[config.mk]
export PLATFORM = sky130hd
export DESIGN_NAME = pee_log2
export DESIGN_NICKNAME = d
export VERILOG_FILES = /design/src/pee_pkg.sv /design/src/pee_log2.sv
export SDC_FILE = /design/constraint.sdc
export NUM_CORES = 1
export LEC_CHECK = 0
export ABC_AREA = 1
export BUFFER_PORTS_ARGS = -buffer_cell sky130_fd_sc_hd__buf_2
export CORE_AREA = 2 2 149 151
export CTS_BUF_LIST = sky130_fd_sc_hd__clkbuf_4
export DETAILED_ROUTE_END_ITERATION = 12
export DIE_AREA = 0 0 151 153
export PLACE_DENSITY = 0.77
export SLEW_MARGIN = 0
export SYNTH_ARGS = -nofsm -noshare
export SYNTH_HDL_FRONTEND = slang
export SYNTH_SLANG_ARGS = --single-unit
export TNS_END_PERCENT = 30
[constraint.sdc]
create_clock -name clk -period 6.5 [get_ports clk]
set_input_delay 0.65 -clock clk [delete_from_list [all_inputs] [get_ports clk]]
set_output_delay 0.65 -clock clk [all_outputs]
set_load 0.05 [all_outputs]
[src/pee_pkg.sv]
`timescale 1ns / 1ps
// ----------------------------------------------------------------------------
// pee_pkg: shared types and constants
// Sizes, action codes and derived widths for the prediction error entropy block.
// ----------------------------------------------------------------------------
package pee_pkg;

  localparam int PIXEL_BITS    = 8;
  localparam int COUNT_BITS    = 18;
  localparam int FRACTION_BITS = 16;

  localparam int BIN_W       = PIXEL_BITS + 1;
  localparam int NUM_BINS    = (1 << BIN_W) - 1;
  localparam int DIFF_OFFSET = (1 << PIXEL_BITS) - 1;
  localparam int COUNT_MAX   = (1 << COUNT_BITS) - 1;

  localparam int EXP_W  = $clog2(COUNT_BITS);
  localparam int LOG_W  = EXP_W + FRACTION_BITS;
  localparam int MANT_W = FRACTION_BITS + 2;
  localparam int PROD_W = COUNT_BITS + LOG_W;
  localparam int SUM_W  = PROD_W + BIN_W;

  localparam int ENT_W = 20;
  localparam int TOT_W = 22;

  typedef enum logic [1:0] {
    ACT_PUSH   = 2'd0,
    ACT_FINISH = 2'd1,
    ACT_READ   = 2'd2,
    ACT_CLEAR  = 2'd3
  } action_t;

  localparam logic KIND_ENTROPY = 1'b0;
  localparam logic KIND_BIN     = 1'b1;

endpackage

[src/pee_log2.sv]
`timescale 1ns / 1ps
// ----------------------------------------------------------------------------
// pee_log2: iterative fixed point base-2 logarithm
// One squaring step per cycle, FRACTION_BITS steps per operand.
// ----------------------------------------------------------------------------
module pee_log2 (
  input  logic                        clk,
  input  logic                        rst,
  input  logic                        start,
  input  logic [pee_pkg::COUNT_BITS-1:0] x,
  output logic                        done,
  output logic [pee_pkg::LOG_W-1:0]   result
);

  localparam int ITER_W = $clog2(pee_pkg::FRACTION_BITS + 1);

  logic                              run;
  logic [ITER_W-1:0]                 iter;
  logic [pee_pkg::MANT_W-1:0]        m;
  logic [pee_pkg::EXP_W-1:0]         e_val;
  logic [pee_pkg::MANT_W-1:0]        m0;
  logic [2*pee_pkg::MANT_W-1:0]      sq;
  logic [pee_pkg::MANT_W-1:0]        nm;
  logic [ITER_W-1:0]                 bit_pos;

  always_comb begin
    e_val = '0;
    for (int i = 1; i < pee_pkg::COUNT_BITS; i++) begin
      if (x[i]) e_val = pee_pkg::EXP_W'(i);
    end
    m0 = pee_pkg::MANT_W'({x, {pee_pkg::FRACTION_BITS{1'b0}}} >> e_val);
    sq = m * m;
    nm = sq[pee_pkg::FRACTION_BITS +: pee_pkg::MANT_W];
    bit_pos = ITER_W'(pee_pkg::FRACTION_BITS - 1) - iter;
  end

  always_ff @(posedge clk) begin
    if (rst) begin
      run  <= 1'b0;
      done <= 1'b0;
      iter <= '0;
    end else begin
      done <= 1'b0;
      if (start) begin
        run    <= 1'b1;
        iter   <= '0;
        m      <= m0;
        result <= {e_val, {pee_pkg::FRACTION_BITS{1'b0}}};
      end else if (run) begin
        if (nm[pee_pkg::MANT_W-1]) begin
          m      <= nm >> 1;
          result <= result | (pee_pkg::LOG_W'(1) << bit_pos);
        end else begin
          m <= nm;
        end
        iter <= iter + 1'b1;
        if (iter == ITER_W'(pee_pkg::FRACTION_BITS - 1)) begin
          run  <= 1'b0;
          done <= 1'b1;
        end
      end
    end
  end

endmodule

==> metrics.cfg <==
[worst_setup_path]
r2r_cells = 25
crit_path_start_kind = flip-flop
worst_path_arrival_ns = 6.40
regToRegStartpoint = m[10]
critical_path.endpoint_type = flip-flop
worstReg2RegEnd = m[15]
critical-path-slowest-cell = fa_1
critPathKind = flip-flop to flip-flop
reg2reg_setup_slack_ns = 0.21
path_max_fanout = 11
critical_path_required_ns = 6.61
cpPeakStageDelay_ns = 0.55

[cts]
clk-insertion-delay-late_ns = 0.38
path_clk_slew_ns = 0.17
tritoncts.num_buffers = 5
postCtsHoldBufs = 0
ctsRootBufferMaster = clkbuf_4
cts_tree = yes
htree_levels = 2
cts_num_sinks = 46
max-clock-path-buffers = 2

[sta]
timing_worst_slew_pin_value_ns = 0.823
setup-tns-final_ns = 0
finalHoldViolCount = 0
timing.slew.headroom_pct = 45.1
clock-skew-final_ns = 0.0352
final-setup-viol-count = 0
final-max-slew-violation-count = 0
maxClockFrequency_mhz = 159
grt_setup_unrepaired = true
final_period_minus_worst_setup_slack_ns = 6.29
timing.final.crit_share_pct = 96.7

[global_route]
grt-ovfl-total = 0
track_usage_pct = 25.8
grt_antenna_before_repair = 0
largest_net_degree_at_the_start_of_global_routing = 31
vias_in_the_first_global_route = 10400
grt_pass1_wl_mm = 48.4

[synth]
synth_top_area_share_pct = 35.3
ys.warnings.count = 0
netlist-cell-type-count = 44
netlist.top_cell.by_area = fa_1
synth_edf_count = 39
synth-adder-area-share_pct = 46.6
post_synth_inst_count = 1574
synth_nets = 1921
ys_seq_area_share_pct = 10.7
syn_avg_cell_area_um2 = 7.76
async_sr_flop_fraction_pct = 0
syn_area_um2 = 12200
synth-xor-area-share_pct = 2.15
postSynthRegisterBits = 46
simple_gate_fraction_of_synth_area_pct = 18.0
cell_with_the_most_instances_after_synthesis = inv_1
post_synth_mux_area_share_pct = 0
synth-compound-area-share_pct = 6.61
synth_top_family_by_area = adder cells
synth_top_cells_by_count = inv_1, nand2_1, fa_1, ha_1, nand3_1
yosys-top-cells-area = fa_1, inv_1, ha_1
dominantRegCellSynth = edfxtp_1

[routing]
drc_violations_left = 0
vias = 10100
detailedRoute.firstIterationViolations = 607
routed_wire_length_per_instance_um = 14.9
vias_per_cell = 5.26
drt.antenna.violating_nets = 0
wirelength_mm = 28.4
drt_pass1_iterations = 6

[floorplanning]
die_height_um = 153
num_io_pins = 43
die_x_extent_um = 151
fp-row-count = 54
design.core.area_um2 = 21500
initial_utilization_pct = 56.8
die-area_um2 = 23100

[status]
run_status = complete, no violations

[worst_hold_path]
hold_class = flip-flop to flip-flop
hp-start = iter[0]
holdPathStages = 2
min_to = iter[0]

[layout]
drive_gt1_share_pct = 9.87
antenna-diode-count = 0
area_growth_syn_to_fin_pct = 8.40
fillCellCount = 1947
nNetsFinal = 1978

[placed_design]
weighted_congestion_at_the_end_of_routability_driven_global_placement = 0.932
io_buffer_count = 42
hpwl_reported_at_the_end_of_detailed_placement_mm = 23.9

[job]
cap_viol_max_count = 0

[area by class of cell]
type	instances	area [um^2]	share of cell area (%)
clock inverters	3	26.3	0.199
multi-input cells	1025	9080	68.6
well taps	280	350	2.65
repair buffers	107	752	5.68
inverters	446	1680	12.7
flip-flops and latches	46	1310	9.91
clock buffers	5	37.5	0.284
[critical path: cells and delay by family (launching register included)]
kind	cells	cell delay, ns
AOI/OAI and AO/OA	5	0.92
buffers and inverters	7	0.58
adders and majority gates	7	3.37
and+or+nand+nor	5	0.49
xor gates and xnor gates	1	0.18
DFF	1	0.47
[how the worst max path moves through the flow]
stage,start,depth (start not counted),slack [ns],endpoint
after floorplan,m[5],24,0.06,result[0]
after global placement,m[6],25,0.007,m[13]
after detailed placement,m[6],25,-0.03,m[13]
after CTS,m[10],26,0.04,result[5]
after global routing,m[12],24,-0.04,result[5]
final,m[10],25,0.21,m[15]
[placed cells by master (no fill, tap or decap), types with 3 or more instances in the layout]
| cell | n |
|---|---|
| ha_1 | 109 |
| nor4_1 | 3 |
| nand2_4 | 3 |
| nor2_1 | 60 |
| nand3_1 | 94 |
| xnor2_1 | 18 |
| nor3_1 | 10 |
| xor2_1 | 8 |
| a21o_1 | 4 |
| a31oi_1 | 10 |
| o21a_1 | 4 |
| inv_6 | 3 |
| fa_1 | 215 |
| buf_2 | 42 |
| o21ai_0 | 28 |
| a21oi_2 | 6 |
| a21oi_1 | 54 |
| buf_4 | 60 |
| dfxtp_1 | 7 |
| nor2_2 | 3 |
| o211ai_1 | 4 |
| edfxtp_1 | 39 |
| inv_1 | 443 |
| clkbuf_4 | 5 |
| o21ai_1 | 10 |
| nand2_1 | 327 |
| nand2_2 | 9 |
| a211oi_1 | 3 |
| buf_12 | 4 |
| or2_2 | 4 |
| o21ai_2 | 5 |
| nand4_1 | 10 |
[state kept, by name (all words and copies together) (netlist names)]
name and flops:
result 21, m 18, iter 5, done 1, run 1
[per-stage QoR]
step                setup slack, ns  hold WS [ns]  instances  cell area [um^2]  util (%)
floorplan                    0.0607         0.474       1574             12200         -
global placement            0.00725         0.497       1882             12900      59.9
detailed placement          -0.0310         0.509       1882             12900      59.9
CTS                          0.0399         0.525       1890             12900      60.2
global route                -0.0391         0.585       1912             13200      61.6
finish                        0.212         0.530       1912             13200      61.6
[cell families after synthesis]
group | count (synthesis)
other | 1
DFF | 46
AOI/OAI and AO/OA | 141
buffers and inverters | 503
xor gates and xnor gates | 30
adders and majority gates | 326
and+or+nand+nor | 527
[metal layers]
metal / track usage (%) / vias to the layer above / part of all wire [%]
met3: 2.18 / 47 / 4.9
li1: - / 4807 / -
met5: 0 / - / 0
met1: 34.1 / 4878 / 41
met2: 45.6 / 320 / 51
met4: 6.94 / 0 / 2.7
[timing repair]
item                                    4_1_cts  5_1_grt
resized for setup                             1       28
endpoints found under the setup margin        1       38
gates cloned                                  0        0
buffers inserted                              0       22
pin swaps                                     0        2
Power is left out: the tool's default activity adds up to more than one toggle a clock period on the data nets, which glitch-free logic cannot reach.
