===== src/pee_pkg.sv =====
`timescale 1ns / 1ps
// ----------------------------------------------------------------------------
// pee_pkg: shared types and constants
// Sizes, action codes and derived widths for the prediction error entropy block.
// ----------------------------------------------------------------------------
package pee_pkg;

  localparam int PIXEL_BITS    = 8;
  localparam int COUNT_BITS    = 18;
  localparam int FRACTION_BITS = 16;

  localparam int BIN_W       = PIXEL_BITS + 1;
  localparam int NUM_BINS    = (1 << BIN_W) - 1;
  localparam int DIFF_OFFSET = (1 << PIXEL_BITS) - 1;
  localparam int COUNT_MAX   = (1 << COUNT_BITS) - 1;

  localparam int EXP_W  = $clog2(COUNT_BITS);
  localparam int LOG_W  = EXP_W + FRACTION_BITS;
  localparam int MANT_W = FRACTION_BITS + 2;
  localparam int PROD_W = COUNT_BITS + LOG_W;
  localparam int SUM_W  = PROD_W + BIN_W;

  localparam int ENT_W = 20;
  localparam int TOT_W = 22;

  typedef enum logic [1:0] {
    ACT_PUSH   = 2'd0,
    ACT_FINISH = 2'd1,
    ACT_READ   = 2'd2,
    ACT_CLEAR  = 2'd3
  } action_t;

  localparam logic KIND_ENTROPY = 1'b0;
  localparam logic KIND_BIN     = 1'b1;

endpackage


===== src/pee_div.sv =====
`timescale 1ns / 1ps
// ----------------------------------------------------------------------------
// pee_div: restoring divider
// One quotient bit per cycle.
// ----------------------------------------------------------------------------
module pee_div (
  input  logic                           clk,
  input  logic                           rst,
  input  logic                           start,
  input  logic [pee_pkg::PROD_W-1:0]     dividend,
  input  logic [pee_pkg::COUNT_BITS-1:0] divisor,
  output logic                           done,
  output logic [pee_pkg::PROD_W-1:0]     quotient
);

  localparam int CNT_W = $clog2(pee_pkg::PROD_W);

  logic                           run;
  logic [CNT_W-1:0]               cnt;
  logic [pee_pkg::COUNT_BITS-1:0] rem;
  logic [pee_pkg::COUNT_BITS-1:0] dvs;
  logic [pee_pkg::COUNT_BITS:0]   trial;
  logic                           ge;

  always_comb begin
    trial = {rem, quotient[pee_pkg::PROD_W-1]};
    ge    = trial >= {1'b0, dvs};
  end

  always_ff @(posedge clk) begin
    if (rst) begin
      run  <= 1'b0;
      done <= 1'b0;
      cnt  <= '0;
    end else begin
      done <= 1'b0;
      if (start) begin
        run      <= 1'b1;
        cnt      <= '0;
        rem      <= '0;
        dvs      <= divisor;
        quotient <= dividend;
      end else if (run) begin
        rem      <= ge ? pee_pkg::COUNT_BITS'(trial - {1'b0, dvs})
                       : trial[pee_pkg::COUNT_BITS-1:0];
        quotient <= {quotient[pee_pkg::PROD_W-2:0], ge};
        cnt      <= cnt + 1'b1;
        if (cnt == CNT_W'(pee_pkg::PROD_W - 1)) begin
          run  <= 1'b0;
          done <= 1'b1;
        end
      end
    end
  end

endmodule


===== config.mk =====
export PLATFORM = sky130hd
export DESIGN_NAME = pee_div
export DESIGN_NICKNAME = d
export VERILOG_FILES = /design/src/pee_pkg.sv /design/src/pee_div.sv
export SDC_FILE = /design/constraint.sdc
export NUM_CORES = 1
export LEC_CHECK = 0
export ABC_AREA = 1
export BUFFER_PORTS_ARGS = -buffer_cell sky130_fd_sc_hd__buf_4
export CORE_UTILIZATION = 30
export DETAILED_ROUTE_END_ITERATION = 7
export PLACE_DENSITY = 0.47
export RECOVER_POWER = 25
export SLEW_MARGIN = 15
export SYNTH_ARGS = -nofsm -noshare
export SYNTH_HDL_FRONTEND = slang
export SYNTH_SLANG_ARGS = --single-unit

===== constraint.sdc =====
create_clock -name clk -period 6.1 [get_ports clk]
set_input_delay 0.305 -clock clk [delete_from_list [all_inputs] [get_ports clk]]
set_output_delay 0.305 -clock clk [all_outputs]
set_load 0.02 [all_outputs]

==> results of run 1 <==
## layer usage
layer	vias up	track usage, %
met5	-	0
met4	0	5.95
met3	12	5.27
met2	95	24.1
met1	1716	19.0
li1	1968	-
## cell usage in the layout, fill, tap and decap left out, types with 2 or more instances in the layout
master / netlist / routed
inv_1: 67 / 67
buf_4: 0 / 54
nand2_4: 2 / 2
nand3b_1: 18 / 18
clkbuf_1: 9 / 30
xor2_1: 6 / 6
inv_6: 0 / 2
clkbuf_4: 0 / 18
nor2_2: 10 / 11
dfxtp_1: 8 / 8
nor2_1: 47 / 46
nand4_1: 2 / 2
nor3b_1: 2 / 2
bufinv_16: 0 / 2
ha_1: 20 / 20
xnor2_1: 2 / 2
nand2_2: 5 / 5
a21oi_1: 16 / 15
nand2_1: 233 / 233
nor3_1: 6 / 6
nand3_1: 11 / 11
edfxtp_1: 75 / 75
clkbuf_16: 0 / 9
o21ai_0: 6 / 6
## how the worst min path moves through the flow
stage	endpoint	slack [ns]	cells past startpoint
2_1_floorplan	done	0.38	1
3_3_place_gp	dvs[17]	0.48	1
3_5_place_dp	dvs[16]	0.48	1
4_1_cts	dvs[11]	0.12	1
5_1_grt	dvs[11]	0.14	1
6_report	dvs[11]	0.16	1
## critical path, cell delays in order (launching register included)
cell	delay [ns]
edfxtp_1	0.41
ha_1	0.38
nand2_1	0.09
inv_1	0.07
nand4_1	0.09
inv_1	0.07
a21oi_2	0.69
nand2_4	0.24
inv_2	0.35
nor2_1	0.07
nor2_1	0.12
## registers in the layout, indices dropped and copies added (netlist names)
name and flops:
done 1, dvs 18, rem 18, quotient 39, run 1, cnt 6
## metrics by stage
step	cells	utilization, %
finish	850	38.2
global route	850	38.2
CTS	850	38.9
detailed placement	834	36.8
global placement	834	36.8
floorplan	559	-
## report_power, final
part           switching (uW)  total (uW)  leakage (uW)  internal, uW
Clock                     241         603      0.000156           362
Sequential               19.5         693      0.000785           673
Combinational             217         348       0.00182           131
Total                     477        1640       0.00276          1170
## layout make-up
cell class | count | share of cell area, %
Sequential cell | 83 | 41.6
Multi-Input combinational cell | 392 | 33.1
Timing Repair Buffer | 102 | 11.3
Inverter | 69 | 4.46
Tap cell | 188 | 4.05
Clock buffer | 9 | 3.88
Clock inverter | 7 | 1.70
## kinds of logic after synthesis
logic type                 Yosys count  share of synthesized area (%)
AOI/OAI and AO/OA                   25                           2.90
xor gates and xnor gates             8                           1.50
adders and majority gates           21                           5.80
buffers and inverters               84                           7.28
DFF                                 83                           51.8
and+or+nand+nor                    338                           30.7
==> run_results.csv, run 1 <==
group,metric,value,unit
outcome,status,"completed",
worst_setup_path,cp-endpoint,"rem[4]",
global_routing,grt_pass1_vias,3931,
sta,finalSetupTns,0,ns
route,vias_per_cell,4.46,
sta,finalSetupViolCount,0,
synthesis,yosysTopAreaCell,"edfxtp_1",
floorplanning,dieHeight,127,um
power_and_ir_drop,p_total,1640,uW
route,wl_met1,5150,um
power_and_ir_drop,power.density,283,nW/um^2
synthesis,synth_fp_nets,640,
cells_and_area,area_growth,24.6,%
clock_network,insertion_delay,0.35,ns
floorplanning,dieArea,16000,um^2
route,wl_met3,885,um
worst_setup_path,worstSetupPathType,"flop to flop",
cells_and_area,antenna_cells,0,
synthesis,netlist_area,4660,um^2
worst_setup_path,critPathCaptureType,"flop",
synthesis,netlist.area_leader.share,48.3,%
route,vias,3791,
sta,rsz0062_at_grt,"false",
flow_run,drv_cap,0,
synthesis,ys_async_sr_fraction,0,%
route,drt_pass1_iterations,6,
route,maxUsedRoutingLayer,"met4",
global_routing,antenna_found_initial,0,
synthesis,synth_edf_count,75,
placement,preCtsSetupSlack,3.39,ns
worst_setup_path,cp_max_fo,14,
worst_setup_path,start_kind,"flop",
clock_network,clkTransAtPathRegs,0.06,ns
clock_network,postCtsHoldBufs,0,
placement,dpl_cell_area,5590,um^2
route,wl_per_cell,13.1,um
placement,dp_hpwl,7750,um
min_path,worstHoldStart,"divisor[11]",
sta,finalWorstSetupSlack,3.38,ns
sta,period_needed,2.72,ns
sta,timing.final.crit_share,44.6,%
power_and_ir_drop,power_leakage,0.00276,uW
synthesis,synth.most_common_cell,"nand2_1",
floorplanning,start_util,30.6,%
sta,max_freq,368,MHz
placement,portBuffers,99,
synthesis,syn_inst,559,
worst_setup_path,worstReg2RegStart,"rem[12]",
route,drt_wl_total,11100,um
global_routing,grt_pass1_wl,19100,um
clock_network,cts_buffer_depth,2,
floorplanning,rows,45,
worst_setup_path,cp-startpoint,"rem[12]",
sta,fin_hold_ws,0.156,ns
sta,slew_headroom,42.2,%
cells_and_area,seq_area,2410,um^2
floorplanning,io_pins,100,
cells_and_area,fillers,1625,
clock_network,cts_buffers,9,
synthesis,seq_area_frac_synth,51.8,%
global_routing,grt.overflow.total,0,
cells_and_area,multiInputGateArea,1920,um^2
floorplanning,die_w,127,um
worst_setup_path,ff2ff_path_depth,10,
route,drc_errors,0,
worst_setup_path,r2r_slack,3.38,ns
synthesis,synth_area_per_cell,8.33,um^2
min_path,hp-class,"primary input to flop",
sta,slew_violations,0,
clock_network,postCtsSetupBuffers,0,
route,ant_nets,0,
clock_network,cts_max_level,3,
synthesis,synthTopCellsByArea,"edfxtp_1, nand2_1, inv_1",
worst_setup_path,crit_arrival,2.92,ns
synthesis,synth_ff_type,"edfxtp_1",
clock_network,ctsRootBufferMaster,"clkbuf_16",
clock_network,ctsResizeCount,0,
cells_and_area,design_area,5800,um^2
sta,worst_pin_slew,0.867,ns
synthesis,synth_cell_types,30,
sta,hold_violations,0,
worst_setup_path,reg2reg_to,"rem[4]",
clock_network,cts.sinks,83,
cells_and_area,layout-drive-gt1-share,16.8,%
synthesis,synth_warnings,0,
synthesis,synth.ff_latch_count,83,
floorplanning,core,15200,um^2
global_routing,grt_max_degree,60,
global_routing,track_usage,15.2,%
placement,gp_congestion,0.841,
clock_network,cts_tree,"built",
route,wl_met2,4880,um
power_and_ir_drop,ir_drop,0.000146,V
sta,skew,0.00705,ns
route,drt_iter0_drc,184,
worst_setup_path,cp.required,6.30,ns
cells_and_area,nets,738,
synthesis,synth_common_cells,"nand2_1, edfxtp_1, inv_1",
Power figures use the tool's default switching activity.
==> inputs of run 2 (changes only) <==
==> constraint.sdc (replaced) <==
create_clock -name clk -period 2.8 [get_ports clk]
set_input_delay 0.14 -clock clk [delete_from_list [all_inputs] [get_ports clk]]
set_output_delay 0.14 -clock clk [all_outputs]
set_load 0.02 [all_outputs]
==> run 2 against run 1 <==
Against the previous run:
- sequential share of layout area down 1.5 points
- clock power up 100%
- largest cell class unchanged
- power up 110%
- sequential cell count unchanged
- combinational power up 130%
- clock skew up 0.0023 ns
- routed wire length up 2.6%
- critical path depth up 3
- global-route usage up 0.20 points
==> run_results.csv, run 2 (same netlist as run 1, synthesis figures left out) <==
group,metric,value,unit
sta,max_freq,415,MHz
route,drt_wl_total,11400,um
global_routing,track_usage,15.4,%
cells_and_area,fin_cells,872,
sta,slew_violations,0,
worst_setup_path,path_cells,"ha_1 -> nand2_1 -> nand2_1 -> inv_1 -> nand2_2 -> nand2_1 -> nand2_1 -> nand2_1 -> nand2_2 -> nand2_4 -> nand2_4 -> inv_2 -> o21ai_2",
clock_network,postCtsSetupBuffers,0,
sta,finalSetupTns,0,ns
sta,finalSetupViolCount,0,
sta,slew_headroom,29.5,%
worst_setup_path,crit_path_frequent_cell,"nand2_1",
cells_and_area,final_cell_mix,"nand2_1, edfxtp_1, inv_1, buf_4, nor2_1",
floorplanning,dieHeight,127,um
global_routing,grt_max_degree,59,
sta,timing.final.crit_share,86.0,%
global_routing,grt.overflow.total,0,
floorplanning,io_pins,100,
route,drt_iter0_drc,139,
cells_and_area,largestRegisters,"quotient (39), dvs (18), rem (18)",
floorplanning,dieArea,16000,um^2
worst_setup_path,reg2reg_to,"quotient[0]",
placement,dp_hpwl,8160,um
global_routing,grtUsageMet2,25.1,%
cells_and_area,nets,760,
global_routing,grt_pass1_wl,19300,um
sta,hold_violations,0,
placement,placed_cells,838,
min_path,hold_depth,2,
cells_and_area,antenna_cells,0,
worst_setup_path,critPathMaxStageDelay,0.40,ns
worst_setup_path,r2r_slack,0.39,ns
worst_setup_path,worstSetupPathType,"flop to flop",
clock_network,cts_max_level,3,
placement,portBuffers,99,
route,ant_nets,0,
flow_run,drv_cap,0,
floorplanning,rows,45,
route,drt_pass1_iterations,4,
clock_network,ctsRootBufferMaster,"clkbuf_16",
cells_and_area,layout-drive-gt1-share,17.7,%
sta,period_needed,2.41,ns
floorplanning,core,15200,um^2
clock_network,cts_tree,"built",
worst_setup_path,cp-startpoint,"rem[1]",
worst_setup_path,slowest_stage,"edfxtp_1",
cells_and_area,largest_register_ffs,39,
clock_network,cts_buffer_depth,2,
worst_setup_path,crit_arrival,2.50,ns
worst_setup_path,cp.required,2.89,ns
power_and_ir_drop,ir_drop,0.000299,V
cells_and_area,top_register,"quotient",
cells_and_area,area_growth,29.4,%
min_path,hp-class,"primary input to flop",
outcome,status,"completed",
placement,preCtsSetupSlack,0.387,ns
sta,fin_hold_ws,0.0148,ns
sta,worst_pin_slew,1.06,ns
clock_network,cts.sinks,83,
route,vias,3872,
cells_and_area,mostFrequentLayoutCell,"nand2_1",
power_and_ir_drop,power_leakage,0.00288,uW
route,wl_per_cell,13.1,um
clock_network,insertion_delay,0.35,ns
worst_setup_path,critPathCaptureType,"flop",
power_and_ir_drop,power.density,584,nW/um^2
min_path,worstHoldStart,"rst",
cells_and_area,fillers,1617,
global_routing,grt_pass1_vias,3970,
sta,rsz0062_at_grt,"false",
route,drc_errors,0,
clock_network,cts_buffers,9,
floorplanning,die_w,127,um
worst_setup_path,worstReg2RegStart,"rem[1]",
worst_setup_path,start_kind,"flop",
worst_setup_path,cp_max_fo,14,
sta,skew,0.00938,ns
global_routing,gr-usage-met1,18.9,%
clock_network,clkTransAtPathRegs,0.07,ns
global_routing,busiest_layer,"met2",
global_routing,grtUsageMet3,4.64,%
placement,gp_congestion,0.874,
route,vias_per_cell,4.44,
global_routing,antenna_found_initial,0,
sta,finalWorstSetupSlack,0.392,ns
worst_setup_path,ff2ff_path_depth,13,
floorplanning,start_util,30.6,%
min_path,min_to,"done",
## run 2: cell count changes in the layout (fill, tap and decap cells not counted), sizes merged
cell         before  now
dlygate4sd3       0   18
buf              54   66
clkbuf           57   49
clkinv            3    5
bufinv            2    1
inv              70   69
## run 2: per-layer routing
layer,share of wire (%),wire (um),up-vias
met5,0,0,-
met4,2.0,232,0
met3,6.9,791,14
met2,44,5010,92
met1,47,5360,1756
li1,-,-,2010
## run 2: through the flow
stage	util, %	area [um^2]	power [uW]
2_1_floorplan	-	4660	2080
6_report	39.6	6030	3520
3_5_place_dp	37.1	5640	2340
3_3_place_gp	37.1	5640	2340
5_1_grt	39.6	6030	3710
4_1_cts	40.2	6110	3590
## run 2: what timing repair did
action / CTS / global route
gates resized for setup: 0 / 0
hold buffers: 18 / 0
endpoints found under the hold margin: 18 / 0
## run 2: how the worst max path moves through the flow
stage / slack, ns / to
finish: 0.39 / quotient[0]
global route: 0.18 / rem[17]
CTS: 0.39 / quotient[0]
detailed placement: 0.39 / quotient[0]
global placement: 0.45 / quotient[0]
floorplan: 0.22 / quotient[0]
## run 2: layout make-up
class                      instances  area [um^2]  area share [%]
multi-input combinational        392         1920            31.8
clock inverter                     7         67.6            1.12
clock buffer                       9          225            3.74
sequential                        83         2410            40.0
tap                              188          235            3.90
inverter                          69          259            4.30
timing repair buffer             124          910            15.1
## run 2: critical path, delay by kind of cell (launching register included)
family,cells,cell delay [ns]
buffers and inverters,2,0.37
and+or+nand+nor,9,0.92
adders and majority gates,1,0.38
AOI/OAI and AO/OA,1,0.07
DFF,1,0.40
## run 2: where the power goes
part | switching, uW | internal, uW
sequential | 43.9 | 1470
clock | 517 | 689
combinational | 485 | 316
total | 1050 | 2470
==> inputs of run 3 (changes only) <==
--- a/config.mk
+++ b/config.mk
@@ -10,7 +10,7 @@
 export CORE_UTILIZATION = 30
 export DETAILED_ROUTE_END_ITERATION = 7
 export PLACE_DENSITY = 0.47
-export RECOVER_POWER = 25
+export RECOVER_POWER = 100
 export SLEW_MARGIN = 15
 export SYNTH_ARGS = -nofsm -noshare
 export SYNTH_HDL_FRONTEND = slang
==> run 3 against run 2 <==
Against the previous run:
- the run now ends with capacitance limit, slew limit left
- sequential cell count stayed put
- global-route usage stayed put
- sequential share of layout area up 0.87 points
- combinational power down 4.7%
- worst hold slack barely moved
- core utilization decreased by 0.84 points
- routed wire length decreased by 0.19%
- clock-buffer cell count did not move
- sequential power is essentially flat
- largest power group unchanged
==> run_results.csv, run 3 (same netlist as run 1, synthesis figures left out) <==
group,metric,value,unit
outcome,status,"complete, but fails checks",
outcome,violations,"capacitance limit, slew limit",
global_routing,antenna_found_initial,0,
cells_and_area,largestRegisters,"quotient (39), dvs (18), rem (18)",
floorplanning,core,15200,um^2
sta,finalSetupViolCount,0,
clock_network,clkTransAtPathRegs,0.07,ns
route,wl_per_cell,13.0,um
floorplanning,dieHeight,127,um
cells_and_area,fillers,1647,
cells_and_area,mostFrequentLayoutCell,"nand2_1",
placement,portBuffers,99,
power_and_ir_drop,power.density,590,nW/um^2
worst_setup_path,crit_arrival,2.51,ns
clock_network,ctsRootBufferMaster,"clkbuf_16",
global_routing,grt_pass1_vias,3970,
route,vias_per_cell,4.46,
sta,max_freq,412,MHz
cells_and_area,top_register,"quotient",
global_routing,grt.overflow.total,0,
power_and_ir_drop,ir_drop,0.000296,V
route,drc_errors,0,
clock_network,cts_buffer_depth,2,
sta,slew_headroom,-6.12,%
cells_and_area,largest_register_ffs,39,
worst_setup_path,start_kind,"flop",
route,drt_wl_total,11400,um
route,wl_met2,4940,um
floorplanning,rows,45,
route,ant_nets,0,
route,drt_iter0_drc,172,
sta,hold_violations,0,
clock_network,cts_buffers,9,
worst_setup_path,worstSetupPathType,"flop to flop",
cells_and_area,layout-drive-gt1-share,12.9,%
sta,timing.final.crit_share,86.8,%
route,vias,3888,
worst_setup_path,ff2ff_path_depth,13,
placement,dp_hpwl,8160,um
clock_network,cts.sinks,83,
placement,gp_congestion,0.874,
global_routing,grt_pass1_wl,19300,um
worst_setup_path,cp.required,2.88,ns
floorplanning,die_w,127,um
route,wl_met1,5350,um
clock_network,cts_max_level,3,
global_routing,grt_max_degree,59,
sta,worst_pin_slew,1.59,ns
floorplanning,dieArea,16000,um^2
route,maxUsedRoutingLayer,"met4",
sta,rsz0062_at_grt,"false",
global_routing,track_usage,15.4,%
worst_setup_path,r2r_slack,0.37,ns
cells_and_area,antenna_cells,0,
cells_and_area,nets,760,
power_and_ir_drop,p_total,3480,uW
sta,slew_violations,59,
worst_setup_path,critPathCaptureType,"flop",
floorplanning,start_util,30.6,%
sta,skew,0.00949,ns
clock_network,postCtsSetupBuffers,0,
sta,finalSetupTns,0,ns
min_path,hp-class,"primary input to flop",
power_and_ir_drop,power_leakage,0.00279,uW
route,drt_pass1_iterations,4,
floorplanning,io_pins,100,
cells_and_area,final_cell_mix,"nand2_1, edfxtp_1, inv_1, nor2_1, clkbuf_1",
clock_network,cts_tree,"built",
min_path,hold_depth,2,
flow_run,drv_cap,1,
worst_setup_path,cp_max_fo,14,
sta,period_needed,2.43,ns
cells_and_area,area_growth,26.6,%
route,wl_met3,856,um
clock_network,insertion_delay,0.35,ns
## run 3: per-stage QoR
stage	area (um^2)	worst slack, ns	util (%)	hold WS (ns)	std cells
global route	5900	0.160	38.8	0.0139	872
floorplan	4660	0.217	-	0.217	559
global placement	5640	0.454	37.1	0.320	838
CTS	6110	0.392	40.2	0.00631	872
finish	5900	0.371	38.8	0.0148	872
detailed placement	5640	0.387	37.1	0.319	838
## run 3: report_power, final
group,switching [uW],internal (uW),leakage (uW)
Combinational,474,289,0.00186
Sequential,43.1,1470,0.000785
Clock,516,689,0.000141
## run 3: repair_timing
item / in CTS / in global routing
resized for setup: 0 / 0
endpoints found under the hold margin: 18 / 0
hold buffers: 18 / 0
## run 3: layout make-up
class	count	area [um^2]	share of cell area [%]
Inverter	69	259	4.39
Multi-Input combinational cell	392	1890	32.1
Tap cell	188	235	3.99
Clock buffer	9	225	3.82
Sequential cell	83	2410	40.9
Timing Repair Buffer	124	808	13.7
Clock inverter	7	67.6	1.15
## run 3: layer usage
layer,GRT usage [%],vias up
li1,-,2012
met4,6.59,0
met2,25.1,105
met3,4.64,14
met5,0,-
met1,18.9,1757
## run 3: worst paths after layout
path	startpoint	to
max reg2reg	rem[1]	quotient[0]
max	rem[1]	quotient[0]
min	rst	done
min reg2reg	cnt[0]	cnt[0]
## run 3: worst max-delay path, cell delays in order, from the launching register on
cell      delay [ns]
edfxtp_1        0.40
ha_1            0.38
nand2_1         0.09
nand2_1         0.06
inv_1           0.05
nand2_1         0.07
nand2_1         0.07
nand2_1         0.11
nand2_1         0.10
nand2_1         0.10
nand2_4         0.21
nand2_4         0.16
inv_2           0.26
o21ai_0         0.11
